File: src/rtl/core/dlcr_pkg.sv
package dlcr_pkg;

    // default reply queue depth
    localparam int REPLY_QUEUE_DEPTH_DEF = 16;

    // record lengths
    localparam int SENSOR_LEN = 7;
    localparam int SPEED_LEN  = 5;
    localparam int DRIVE_LEN  = 3;

    // byte codes
    localparam logic [7:0] EMPTY_REPLY      = 8'd255;
    localparam logic [7:0] CMD_SPEED        = 8'd1;
    localparam logic [7:0] SPI_SENSOR_START = 8'd255;
    localparam logic [7:0] SPI_DRIVE_START  = 8'd254;
    localparam logic [7:0] UART_SENSOR_REQ  = 8'd87;
    localparam logic [7:0] UART_DRIVE_REQ   = 8'd89;
    localparam logic [7:0] UART_MAP_REQ     = 8'd69;

    // source link codes
    localparam logic CH_SPI  = 1'b0;
    localparam logic CH_UART = 1'b1;

    // record types and reset contents
    typedef logic [7:0] sensor_arr_t [SENSOR_LEN];
    typedef logic [7:0] speed_arr_t  [SPEED_LEN];
    typedef logic [7:0] drive_arr_t  [DRIVE_LEN];

    localparam sensor_arr_t SENSOR_INIT = '{8'd8, 8'd7, 8'd6, 8'd5, 8'd4, 8'd3, 8'd2};
    localparam speed_arr_t  SPEED_INIT  = '{8'd0, 8'd0, 8'd1, 8'd1, 8'd0};
    localparam drive_arr_t  DRIVE_INIT  = '{8'd10, 8'd10, 8'd1};

    // spi frame state
    typedef enum logic [2:0] {
        SPI_IDLE   = 3'b001,
        SPI_SENSOR = 3'b010,
        SPI_DRIVE  = 3'b100
    } spi_mode_t;

    // micro-operations
    typedef enum logic [3:0] {
        ACT_NOP        = 4'd0,
        ACT_FETCH      = 4'd1,
        ACT_DISPATCH   = 4'd2,
        ACT_SPI_FRAME  = 4'd3,
        ACT_PUSH       = 4'd4,
        ACT_POP_OUT    = 4'd5,
        ACT_UART_LOAD  = 4'd6,
        ACT_UART_START = 4'd7,
        ACT_EMIT       = 4'd8
    } act_t;

    // transmit burst source
    typedef enum logic [1:0] {
        SRC_SENSOR = 2'd0,
        SRC_DRIVE  = 2'd1,
        SRC_MAP    = 2'd2
    } src_t;

    typedef logic [3:0] uaddr_t;

    // microprogram addresses
    localparam uaddr_t UA_FETCH       = 4'd0;
    localparam uaddr_t UA_DISPATCH    = 4'd1;
    localparam uaddr_t UA_SPI_FRAME   = 4'd2;
    localparam uaddr_t UA_PUSH        = 4'd3;
    localparam uaddr_t UA_POP_RD      = 4'd4;
    localparam uaddr_t UA_POP_OUT     = 4'd5;
    localparam uaddr_t UA_UART_LOAD   = 4'd6;
    localparam uaddr_t UA_UART_START  = 4'd7;
    localparam uaddr_t UA_EMIT_SENSOR = 4'd8;
    localparam uaddr_t UA_EMIT_DRIVE  = 4'd9;
    localparam uaddr_t UA_EMIT_MAP    = 4'd10;

    // control word: loop repeats the step until the index reaches its limit,
    // wait_out holds the step while the output register is occupied
    typedef struct packed {
        act_t   act;
        src_t   src;
        logic   loop;
        logic   wait_out;
        uaddr_t nxt;
    } ucw_t;

    // queue control and status between sequencer and queue
    typedef struct packed {
        logic push;
        logic pop;
    } q_ctrl_t;

    typedef struct packed {
        logic empty;
        logic full;
    } q_stat_t;

    // microprogram rom
    function automatic ucw_t ucode_rom(input uaddr_t addr);
        ucw_t w;
        w = '{act: ACT_NOP, src: SRC_SENSOR, loop: 1'b0, wait_out: 1'b0, nxt: UA_FETCH};
        case (addr)
            UA_FETCH: begin
                w.act = ACT_FETCH;
                w.nxt = UA_DISPATCH;
            end
            UA_DISPATCH: begin
                w.act = ACT_DISPATCH;
            end
            UA_SPI_FRAME: begin
                w.act = ACT_SPI_FRAME;
                w.nxt = UA_POP_RD;
            end
            UA_PUSH: begin
                w.act  = ACT_PUSH;
                w.loop = 1'b1;
                w.nxt  = UA_POP_RD;
            end
            UA_POP_RD: begin
                w.nxt = UA_POP_OUT;
            end
            UA_POP_OUT: begin
                w.act      = ACT_POP_OUT;
                w.wait_out = 1'b1;
            end
            UA_UART_LOAD: begin
                w.act = ACT_UART_LOAD;
            end
            UA_UART_START: begin
                w.act = ACT_UART_START;
            end
            UA_EMIT_SENSOR: begin
                w.act      = ACT_EMIT;
                w.src      = SRC_SENSOR;
                w.loop     = 1'b1;
                w.wait_out = 1'b1;
            end
            UA_EMIT_DRIVE: begin
                w.act      = ACT_EMIT;
                w.src      = SRC_DRIVE;
                w.loop     = 1'b1;
                w.wait_out = 1'b1;
            end
            UA_EMIT_MAP: begin
                w.act      = ACT_EMIT;
                w.src      = SRC_MAP;
                w.loop     = 1'b1;
                w.wait_out = 1'b1;
            end
            default: begin
                w.act = ACT_NOP;
            end
        endcase
        return w;
    endfunction

    // jump table for a fetched byte
    function automatic uaddr_t dispatch(input logic op, input logic [7:0] b,
                                        input spi_mode_t mode, input logic loading);
        uaddr_t t;
        t = UA_FETCH;
        if (op == CH_SPI) begin
            if (mode == SPI_IDLE && b == CMD_SPEED) begin
                t = UA_PUSH;
            end else begin
                t = UA_SPI_FRAME;
            end
        end else if (loading) begin
            t = UA_UART_LOAD;
        end else if (b == CMD_SPEED) begin
            t = UA_UART_START;
        end else if (b == UART_SENSOR_REQ) begin
            t = UA_EMIT_SENSOR;
        end else if (b == UART_DRIVE_REQ) begin
            t = UA_EMIT_DRIVE;
        end else if (b == UART_MAP_REQ) begin
            t = UA_EMIT_MAP;
        end
        return t;
    endfunction

    // last index of a burst
    function automatic logic [2:0] src_last(input src_t src);
        logic [2:0] n;
        case (src)
            SRC_SENSOR: n = 3'(SENSOR_LEN - 1);
            SRC_DRIVE:  n = 3'(DRIVE_LEN - 1);
            default:    n = 3'd2;
        endcase
        return n;
    endfunction

endpackage

File: src/rtl/core/dlcr_queue.sv
module dlcr_queue #(
    parameter int REPLY_QUEUE_DEPTH = dlcr_pkg::REPLY_QUEUE_DEPTH_DEF
) (
    input  logic              aclk,
    input  logic              aresetn,
    input  dlcr_pkg::q_ctrl_t ctrl,
    input  logic [7:0]        wr_data,
    output dlcr_pkg::q_stat_t stat,
    output logic [7:0]        rd_data
);

    localparam int QW = $clog2(REPLY_QUEUE_DEPTH);
    localparam int FW = $clog2(REPLY_QUEUE_DEPTH + 1);

    logic [7:0]    q_mem [REPLY_QUEUE_DEPTH];
    logic [QW-1:0] head_reg, head_next;
    logic [QW-1:0] tail_reg, tail_next;
    logic [FW-1:0] fill_reg, fill_next;
    logic [7:0]    rd_data_reg;

    // status
    assign stat.empty = (fill_reg == '0);
    assign stat.full  = (fill_reg == FW'(REPLY_QUEUE_DEPTH));
    assign rd_data    = rd_data_reg;

    // pointer and fill update with wrap at the depth
    always_comb begin
        head_next = head_reg;
        tail_next = tail_reg;
        fill_next = fill_reg;
        if (ctrl.push && !stat.full) begin
            tail_next = (tail_reg == QW'(REPLY_QUEUE_DEPTH - 1)) ? '0 : tail_reg + 1'b1;
            fill_next = fill_reg + 1'b1;
        end else if (ctrl.pop && !stat.empty) begin
            head_next = (head_reg == QW'(REPLY_QUEUE_DEPTH - 1)) ? '0 : head_reg + 1'b1;
            fill_next = fill_reg - 1'b1;
        end
    end

    always_ff @(posedge aclk) begin
        if (!aresetn) begin
            head_reg <= '0;
            tail_reg <= '0;
            fill_reg <= '0;
        end else begin
            head_reg <= head_next;
            tail_reg <= tail_next;
            fill_reg <= fill_next;
        end
    end

    // storage write
    always_ff @(posedge aclk) begin
        if (ctrl.push && !stat.full) begin
            q_mem[tail_reg] <= wr_data;
        end
    end

    // registered read of the head entry
    always_ff @(posedge aclk) begin
        rd_data_reg <= q_mem[head_reg];
    end

endmodule

File: src/rtl/core/dual_link_command_relay_unit.sv
// Command relay between an SPI slave link and a UART receiver. Each request
// carries one received byte and its source (s_op 0 SPI, 1 UART). An SPI byte
// drives the frame logic (start byte 1 queues the five speed bytes, 255 opens a
// seven-byte sensor frame, 254 a three-byte drive frame) and always yields one
// reply: the reply queue head, or 255 when the queue is empty; m_queue_dropped
// flags a push onto a full queue. A UART byte either loads the speed record
// (after command 1, five bytes, 87 skipped) or sends a burst: 87 sensor record,
// 89 drive record, 69 the three bytes of the map register (low byte first);
// other UART bytes are ignored. m_last marks the final reply of a request.
// The map register is written over the cfg channel; the user must write it
// only while the block is idle, which the block itself does not enforce.
// Control is a microprogram that runs one step per cycle unless a step waits
// for a request or for the output register: fetch, dispatch, then a UART load
// or start step, SPI frame or queue writes (one queue write per step), queue read
// and reply, or a UART burst with one transmit byte per step; one request at a time.
module dual_link_command_relay_unit #(
    parameter int REPLY_QUEUE_DEPTH = dlcr_pkg::REPLY_QUEUE_DEPTH_DEF
) (
    input  logic        aclk,
    input  logic        aresetn,
    input  logic        s_valid,
    output logic        s_ready,
    input  logic        s_op,
    input  logic [7:0]  s_rx_byte,
    output logic        m_valid,
    input  logic        m_ready,
    output logic        m_channel,
    output logic [7:0]  m_tx_byte,
    output logic        m_last,
    output logic        m_queue_dropped,
    input  logic        cfg_valid,
    output logic        cfg_ready,
    input  logic [23:0] cfg_data
);

    dlcr_pkg::uaddr_t    pc_reg, pc_next;
    dlcr_pkg::ucw_t      ucw;
    logic [2:0]          idx_reg, idx_next;
    logic                advance;
    logic                done;
    logic [2:0]          limit;

    logic                op_reg;
    logic [7:0]          byte_reg;
    logic                dropped_reg;

    dlcr_pkg::spi_mode_t spi_mode_reg;
    logic [2:0]          spi_cnt_reg;
    logic                uart_load_reg;
    logic [2:0]          uart_cnt_reg;
    logic [23:0]         map_reg;

    dlcr_pkg::sensor_arr_t sensor_reg;
    dlcr_pkg::speed_arr_t  speed_reg;
    dlcr_pkg::drive_arr_t  drive_reg;

    logic                m_valid_reg, m_valid_next;
    logic                m_channel_reg;
    logic [7:0]          m_tx_byte_reg;
    logic                m_last_reg;
    logic                m_dropped_reg;
    logic                out_busy;
    logic                out_load;
    logic [7:0]          emit_byte;

    dlcr_pkg::q_ctrl_t   q_ctrl;
    dlcr_pkg::q_stat_t   q_stat;
    logic [7:0]          q_rd_data;

    // reply queue
    dlcr_queue #(
        .REPLY_QUEUE_DEPTH(REPLY_QUEUE_DEPTH)
    ) u_queue (
        .aclk    (aclk),
        .aresetn (aresetn),
        .ctrl    (q_ctrl),
        .wr_data (speed_reg[idx_reg]),
        .stat    (q_stat),
        .rd_data (q_rd_data)
    );

    // handshakes
    assign s_ready   = (pc_reg == dlcr_pkg::UA_FETCH);
    assign cfg_ready = 1'b1;
    assign out_busy  = m_valid_reg && !m_ready;

    // sequencer: step advance, loop test and next address
    always_comb begin
        ucw     = dlcr_pkg::ucode_rom(pc_reg);
        advance = 1'b1;
        if (ucw.act == dlcr_pkg::ACT_FETCH) begin
            advance = s_valid;
        end
        if (ucw.wait_out && out_busy) begin
            advance = 1'b0;
        end
        limit = (ucw.act == dlcr_pkg::ACT_PUSH) ? 3'(dlcr_pkg::SPEED_LEN - 1)
                                                : dlcr_pkg::src_last(ucw.src);
        done  = (idx_reg == limit);

        pc_next  = pc_reg;
        idx_next = idx_reg;
        if (advance) begin
            if (ucw.act == dlcr_pkg::ACT_DISPATCH) begin
                pc_next = dlcr_pkg::dispatch(op_reg, byte_reg, spi_mode_reg, uart_load_reg);
            end else if (ucw.loop && !done) begin
                idx_next = idx_reg + 1'b1;
            end else begin
                pc_next  = ucw.nxt;
                idx_next = '0;
            end
        end
    end

    // queue requests
    always_comb begin
        q_ctrl.push = advance && (ucw.act == dlcr_pkg::ACT_PUSH);
        q_ctrl.pop  = advance && (ucw.act == dlcr_pkg::ACT_POP_OUT);
    end

    // burst byte selection
    always_comb begin
        case (ucw.src)
            dlcr_pkg::SRC_SENSOR: emit_byte = sensor_reg[idx_reg];
            dlcr_pkg::SRC_DRIVE:  emit_byte = drive_reg[idx_reg[1:0]];
            default: begin
                case (idx_reg[1:0])
                    2'd0:    emit_byte = map_reg[7:0];
                    2'd1:    emit_byte = map_reg[15:8];
                    default: emit_byte = map_reg[23:16];
                endcase
            end
        endcase
    end

    // output register load
    always_comb begin
        out_load = advance && (ucw.act == dlcr_pkg::ACT_POP_OUT ||
                               ucw.act == dlcr_pkg::ACT_EMIT);
        if (out_load) begin
            m_valid_next = 1'b1;
        end else if (m_ready) begin
            m_valid_next = 1'b0;
        end else begin
            m_valid_next = m_valid_reg;
        end
    end

    // control state
    always_ff @(posedge aclk) begin
        if (!aresetn) begin
            pc_reg        <= dlcr_pkg::UA_FETCH;
            idx_reg       <= '0;
            m_valid_reg   <= 1'b0;
            spi_mode_reg  <= dlcr_pkg::SPI_IDLE;
            spi_cnt_reg   <= '0;
            uart_load_reg <= 1'b0;
            uart_cnt_reg  <= '0;
            dropped_reg   <= 1'b0;
        end else begin
            pc_reg      <= pc_next;
            idx_reg     <= idx_next;
            m_valid_reg <= m_valid_next;

            // overflow flag per request
            if (ucw.act == dlcr_pkg::ACT_FETCH) begin
                dropped_reg <= 1'b0;
            end else if (q_ctrl.push && q_stat.full) begin
                dropped_reg <= 1'b1;
            end

            // spi frame tracking
            if (ucw.act == dlcr_pkg::ACT_SPI_FRAME) begin
                case (spi_mode_reg)
                    dlcr_pkg::SPI_SENSOR: begin
                        if (spi_cnt_reg == 3'(dlcr_pkg::SENSOR_LEN - 1)) begin
                            spi_cnt_reg  <= '0;
                            spi_mode_reg <= dlcr_pkg::SPI_IDLE;
                        end else begin
                            spi_cnt_reg <= spi_cnt_reg + 1'b1;
                        end
                    end
                    dlcr_pkg::SPI_DRIVE: begin
                        if (spi_cnt_reg == 3'(dlcr_pkg::DRIVE_LEN - 1)) begin
                            spi_cnt_reg  <= '0;
                            spi_mode_reg <= dlcr_pkg::SPI_IDLE;
                        end else begin
                            spi_cnt_reg <= spi_cnt_reg + 1'b1;
                        end
                    end
                    default: begin
                        spi_cnt_reg <= '0;
                        if (byte_reg == dlcr_pkg::SPI_SENSOR_START) begin
                            spi_mode_reg <= dlcr_pkg::SPI_SENSOR;
                        end else if (byte_reg == dlcr_pkg::SPI_DRIVE_START) begin
                            spi_mode_reg <= dlcr_pkg::SPI_DRIVE;
                        end else begin
                            spi_mode_reg <= dlcr_pkg::SPI_IDLE;
                        end
                    end
                endcase
            end

            // uart speed loading
            if (ucw.act == dlcr_pkg::ACT_UART_START) begin
                uart_load_reg <= 1'b1;
                uart_cnt_reg  <= '0;
            end else if (ucw.act == dlcr_pkg::ACT_UART_LOAD &&
                         byte_reg != dlcr_pkg::UART_SENSOR_REQ) begin
                if (uart_cnt_reg == 3'(dlcr_pkg::SPEED_LEN - 1)) begin
                    uart_cnt_reg  <= '0;
                    uart_load_reg <= 1'b0;
                end else begin
                    uart_cnt_reg <= uart_cnt_reg + 1'b1;
                end
            end
        end
    end

    // records and map register
    always_ff @(posedge aclk) begin
        if (!aresetn) begin
            sensor_reg <= dlcr_pkg::SENSOR_INIT;
            speed_reg  <= dlcr_pkg::SPEED_INIT;
            drive_reg  <= dlcr_pkg::DRIVE_INIT;
            map_reg    <= '0;
        end else begin
            if (cfg_valid && cfg_ready) begin
                map_reg <= cfg_data;
            end
            if (ucw.act == dlcr_pkg::ACT_SPI_FRAME) begin
                if (spi_mode_reg == dlcr_pkg::SPI_SENSOR) begin
                    sensor_reg[spi_cnt_reg] <= byte_reg;
                end else if (spi_mode_reg == dlcr_pkg::SPI_DRIVE) begin
                    drive_reg[spi_cnt_reg[1:0]] <= byte_reg;
                end
            end
            if (ucw.act == dlcr_pkg::ACT_UART_LOAD &&
                byte_reg != dlcr_pkg::UART_SENSOR_REQ) begin
                speed_reg[uart_cnt_reg] <= byte_reg;
            end
        end
    end

    // request capture and output payload
    always_ff @(posedge aclk) begin
        if (s_valid && s_ready) begin
            op_reg   <= s_op;
            byte_reg <= s_rx_byte;
        end
        if (out_load) begin
            if (ucw.act == dlcr_pkg::ACT_POP_OUT) begin
                m_channel_reg <= dlcr_pkg::CH_SPI;
                m_tx_byte_reg <= q_stat.empty ? dlcr_pkg::EMPTY_REPLY : q_rd_data;
                m_last_reg    <= 1'b1;
                m_dropped_reg <= dropped_reg;
            end else begin
                m_channel_reg <= dlcr_pkg::CH_UART;
                m_tx_byte_reg <= emit_byte;
                m_last_reg    <= done;
                m_dropped_reg <= 1'b0;
            end
        end
    end

    assign m_valid         = m_valid_reg;
    assign m_channel       = m_channel_reg;
    assign m_tx_byte       = m_tx_byte_reg;
    assign m_last          = m_last_reg;
    assign m_queue_dropped = m_dropped_reg;

endmodule

File: config.mk
export PLATFORM = sky130hd
export DESIGN_NAME = dual_link_command_relay_unit
export DESIGN_NICKNAME = d
export VERILOG_FILES = /design/src/rtl/core/dlcr_pkg.sv /design/src/rtl/core/dlcr_queue.sv /design/src/rtl/core/dual_link_command_relay_unit.sv
export SDC_FILE = /design/constraint.sdc
export NUM_CORES = 1
export LEC_CHECK = 0
export BUFFER_PORTS_ARGS = -buffer_cell sky130_fd_sc_hd__buf_4
export CORE_ASPECT_RATIO = 1.75
export CORE_MARGIN = 2
export CORE_UTILIZATION = 55
export CTS_CLUSTER_SIZE = 8
export DETAILED_ROUTE_END_ITERATION = 7
export PLACE_DENSITY = 0.84
export SLEW_MARGIN = 10
export SYNTH_ARGS = -nofsm -noshare
export SYNTH_HDL_FRONTEND = slang
export SYNTH_HIERARCHICAL = 1
export SYNTH_SLANG_ARGS = --single-unit
File: constraint.sdc
create_clock -name aclk -period 4.5 [get_ports aclk]
set_input_delay 1.125 -clock aclk [delete_from_list [all_inputs] [get_ports aclk]]
set_output_delay 1.125 -clock aclk [all_outputs]
set_load 0.005 [all_outputs]
# --- After elaboration in Yosys (flattened, before gate mapping) ---
# Memories as Yosys holds them, arrays and structs flattened. A register that Yosys moved wholly into a read port is not among the register bits.
# Cells that the tools add are included.
totals:
  register_bits: 196
  mem_bits_rw: 128
  in_bits: 38
  output_inout_bits: 14
  n_memories: 1
op_classes:
  n_addsub: 7
  magnitude_cmp: 8
  n_eq_ne: 40
  n_mux: 62
  bitwise_logic: 9
  reduce_logical: 41
mem_list:
  columns: ["memory", "words", "word_bits", "read_ports", "rd_ports_with_merged_regs", "write_ports", "line", "rtl"]
  rows:
  - ["u_queue.q_mem", 16, 8, 1, 1, 1, "dlcr_queue.sv:15", "logic [7:0] q_mem [REPLY_QUEUE_DEPTH];"]
ops:
  columns: ["cell", "n"]
  rows:
  - ["$mux 8", 11]
  - ["$bwmux 56", 1]
  - ["$bmux 8 s3", 2]
  - ["$demux 8 s3", 2]
  - ["$bwmux 40", 1]
  - ["$mux 4", 10]
  - ["$eq 4x3->1 const B", 8]
  - ["$pmux 4 s8", 1]
  - ["$pmux 8 s2", 2]
  - ["$mux 3", 10]
  - ["$bwmux 24", 1]
  - ["$eq 4x4->1 const B", 6]
  - ["$eq 8x7->1 const B", 3]
  - ["$bmux 8 s2", 1]
  - ["$demux 8 s2", 1]
  - ["$eq 4x2->1 const B", 4]
  - ["$eq 8x8->1 const B", 2]
  - ["$logic_and 1x1->1", 15]
  - ["$mux 1", 13]
  - ["$ge 4x4->1 const B", 3]
  - ["$not 3->4", 3]
  - ["$pmux 3 s2", 2]
  - ["$mux 5", 2]
  - ["$reduce_and 2->1", 5]
  - ["other kinds (31)", 58]

# --- Longest topological paths before layout ---
logic_depth:
  ltp_word: 10
  mapped_depth: 11

# --- Hierarchy ---
# The synthesis kept the hierarchy.
modules_own_cells:
  columns: ["module", "n_inst", "cells_each", "area_per_inst_um2"]
  rows:
  - ["dual_link_command_relay_unit", 1, 952, 8439.3]
  - ["dlcr_queue", 1, 301, 5870.6]

# --- Worst setup path after synthesis ---
# No wires, ideal clock.
synth_path:
  kind: "reg-to-reg"
  startpoint: "register pc_reg[2]"
  endpoint: "register u_queue.fill_reg[4]"
  t_arrival_ns: 3.337
  required_time_ns: 4.369
  path_slack_ns: 1.032
  stages_incl_launch_ff: 12
  path_buffers: 2
  synth_period_minus_slack_ns: 3.468
  path_cell_list: "dfxtp_1 -> buf_2 -> nor4bb_1 -> clkbuf_1 -> a21boi_1 -> inv_1 -> fa_1 -> a21o_1 -> a21oi_1 -> mux2_2 -> o221ai_1 -> a21oi_1"
synth_rtl:
  columns: ["element", "line", "rtl"]
  rows:
  - ["start: declaration", "dual_link_command_relay_unit.sv:36", "dlcr_pkg::uaddr_t pc_reg, pc_next;"]
  - ["start signal: assignment", "dual_link_command_relay_unit.sv:152", "pc_reg <= dlcr_pkg::UA_FETCH;"]
  - ["start signal: assignment", "dual_link_command_relay_unit.sv:161", "pc_reg <= pc_next;"]
  - ["end signal: assignment", "dlcr_queue.sv:48", "fill_reg <= fill_next;"]
  - ["end: declaration", "dlcr_queue.sv:18", "logic [FW-1:0] fill_reg, fill_next;"]

==> results.md <==
* CTS Buf Count at 47
* Hold crit path type: reg -> reg
* Most frequent cells in the layout: dfxtp_1 (181), nand2_1 (150), edfxtp_1 (148), nand3_1 (102), a21oi_1 (96)
* Dominant synthesized flop cell: dfxtp_1
* Reg2Reg Depth at 10
* Starting DRT DRC Count at 975
* Initial Utilization at 0.555
* Post-Route WL at 34200 um
* Row cnt at 78
* Tcrit/Tclk final at 0.865
* I/O pin total at 52
* Most frequent CP cell: a21oi_1
* Pwr/cell area at 413 nW/um^2
* Worst Hold Path EP: sensor_reg[17]
* Startpoint Class: flip-flop
* Clk buf depth at 3
* Sequential area share after synthesis at 0.568
* Peak VDD IR at 357 uV
* First-pass GRT wire length at 54300 um
* Clock-pin slew on the worst setup and hold paths at 0.05 ns
* Post-DR wirelength/cell at 21.0 um
* Measured slew at the worst slew-check pin at 1.15 ns
* Max-cap viol count at 0
* RSZ-0062 raised after global routing: no
* Slew HR at 0.227
* Reg2reg setup slack at 0.61 ns
* Crit. End Element: flip-flop
* Final Hold Viols at 0
* Post-CTS setup buffers at 0
* Congestion Overflow GR at 0
* Initial antenna violation count at 0
* Pins Over Slew Limit at 0
* Post-synth top area share at 0.311
* Max FFs per register at 128
* Hold_buf cts at 0
* CORE AREA at 25800 um^2
* Syn Area/Cell at 11.4 um^2
* Port Buf Inserts at 50
* YS warnings at 6
* Max frequency at 257 MHz
* Hold wc startpoint: sensor_reg[17]
* Gp weighted congestion at 0.907
* Synth cell types at 72
* # fillers at 1931
* Remaining DRCs at 0
* HPWL Detailed at 22500 um
* Antenna viol nets, final at 0
* Top cells by area, synth: edfxtp_1 (31%), dfxtp_1 (26%), mux4_2 (8.8%)
* Clock root cell: clkbuf_16
* Setup TNS at 0 ns
* Final Util at 0.629
* Fraction of layout instances using a drive strength above 1 at 0.163
* Highest net fanout along the worst path at 18
* Largest net degree at the start of global routing at 64
* FFs w/ async S/R, synth at 0
* DR vias at 9940
* Lkg Pwr at 0.00568 uW
* Outcome: completed
* Nets at 1334
* Most common cell after layout, fill and taps aside: dfxtp_1
* Overall Global Routing Usage at 0.252
* Final setup fails at 0
* Hold depth at 2
* PostCTS Resize Cnt at 0
* WS Path Type: reg -> reg
* Synthesis-stage register bit count at 332
* Die Span X at 126 um
* CTS tree: yes
* Area grow syn2layout at 13.3%
* Terminus of the critical flop-to-flop path: u_queue/fill_reg[4]
* RR Startpoint: pc_reg[1]
* Die ar. at 27400 um^2
* Crit path max-delay cell type: dfxtp_1
* Setup Skew at 0.0198 ns
* CP Data Arrival Time at 4.33 ns
* Die Y at 217 um
* Synthesized cell area at 14300 um^2
* EDFF count, synth at 148
* Required @ worst endpoint at 4.93 ns
* Ant. Diodes at 0
* Sink Count at 332
* Syn Inst Count at 1253
* Vias in the first global route at 10100
* Vias per Instance at 6.11
* Synth area leader: edfxtp_1
* Max H-tree Level at 2
* CP peak stage delay at 0.68 ns
* Worst-path cell chain: nor4bb_2, buf_4, a21boi_1, inv_1, fa_1, a21o_1, a21oi_1, mux2_2, o221ai_1, a21oi_1
* Clock latency on the worst-skew pair at 0.56 ns
* DRT Pass-1 Iters at 5
* Tmin final at 3.89 ns
* Syn nets at 1305
metrics by stage:
stage	worst slack [ns]	std cells	cell area, um^2	power (uW)	hold slack [ns]
detailed placement	0.772	1553	14900	3550	0.446
finish	0.609	1627	16200	6700	0.452
floorplan	1.03	1253	14300	3450	0.433
CTS	0.744	1627	16200	6740	0.453
global placement	0.938	1553	14900	3540	0.439
global route	0.367	1627	16200	6890	0.470
cells in the mapped netlist, types with 10 or more instances:
cell      instances
mux4_2           56
ha_1             13
buf_1            10
inv_1            21
edfxtp_1        148
nand2b_1         10
dfxtp_1         184
nor2b_1          10
o21ai_0          61
nor3_1           13
nor2_1           90
nand3_1         102
a21oi_1          96
clkbuf_1         67
nand2_1         150
mux2i_1          92
buf_2            14
how the worst max path moves through the flow:
stage | from | endpoint | slack [ns] | depth (start not counted)
after floorplan | pc_reg[2] | u_queue/fill_reg[4] | 1.03 | 11
after global placement | pc_reg[1] | u_queue/fill_reg[4] | 0.94 | 10
after detailed placement | pc_reg[1] | u_queue/fill_reg[4] | 0.77 | 10
after CTS | pc_reg[1] | u_queue/fill_reg[4] | 0.74 | 10
after global routing | pc_reg[1] | u_queue/fill_reg[4] | 0.37 | 10
final | pc_reg[1] | u_queue/fill_reg[4] | 0.61 | 10
cell type report:
| type | instances | area (um^2) | area share |
|---|---|---|---|
| tap | 320 | 400 | 0.0247 |
| multi-input combinational | 801 | 5700 | 0.351 |
| clock inverter | 4 | 56.3 | 0.00347 |
| clock buffer | 70 | 1260 | 0.0778 |
| sequential | 332 | 8130 | 0.501 |
| timing repair buffer | 78 | 586 | 0.0361 |
| inverter | 22 | 83.8 | 0.00517 |
critical path: cells and delay by family (launching register included):
kind / cells / cell delay (ns)
AOI/OAI and AO/OA: 5 / 1.28
adders and majority gates: 1 / 0.53
buffers and inverters: 2 / 0.54
DFF: 1 / 0.68
muxes: 1 / 0.38
and+or+nand+nor: 1 / 0.36
metal layers:
| layer | vias up | track usage | share of wire |
|---|---|---|---|
| met1 | 4848 | 0.275 | 0.35 |
| met4 | 0 | 0.155 | 0.063 |
| met5 | - | 0 | 0 |
| met3 | 108 | 0.0371 | 0.051 |
| met2 | 363 | 0.456 | 0.54 |
| li1 | 4621 | - | - |
cell families (layout without fill, tap and decap cells):
group,after synthesis,in the layout,synth area share
compound gates,207,207,0.0852
xor+xnor,9,9,0.00551
fa+ha+maj,14,14,0.0128
buf+inv,120,174,0.0351
flops,332,332,0.568
mux,149,149,0.153
other cells,1,1,0.000262
simple gates,421,421,0.140
power breakdown:
group          leakage [uW]  switching [uW]  internal (uW)
Combinational       0.00218             140            108
Clock              0.000634            1240           1960
Sequential          0.00287            82.3           3170
Power figures use the tool's default switching activity.
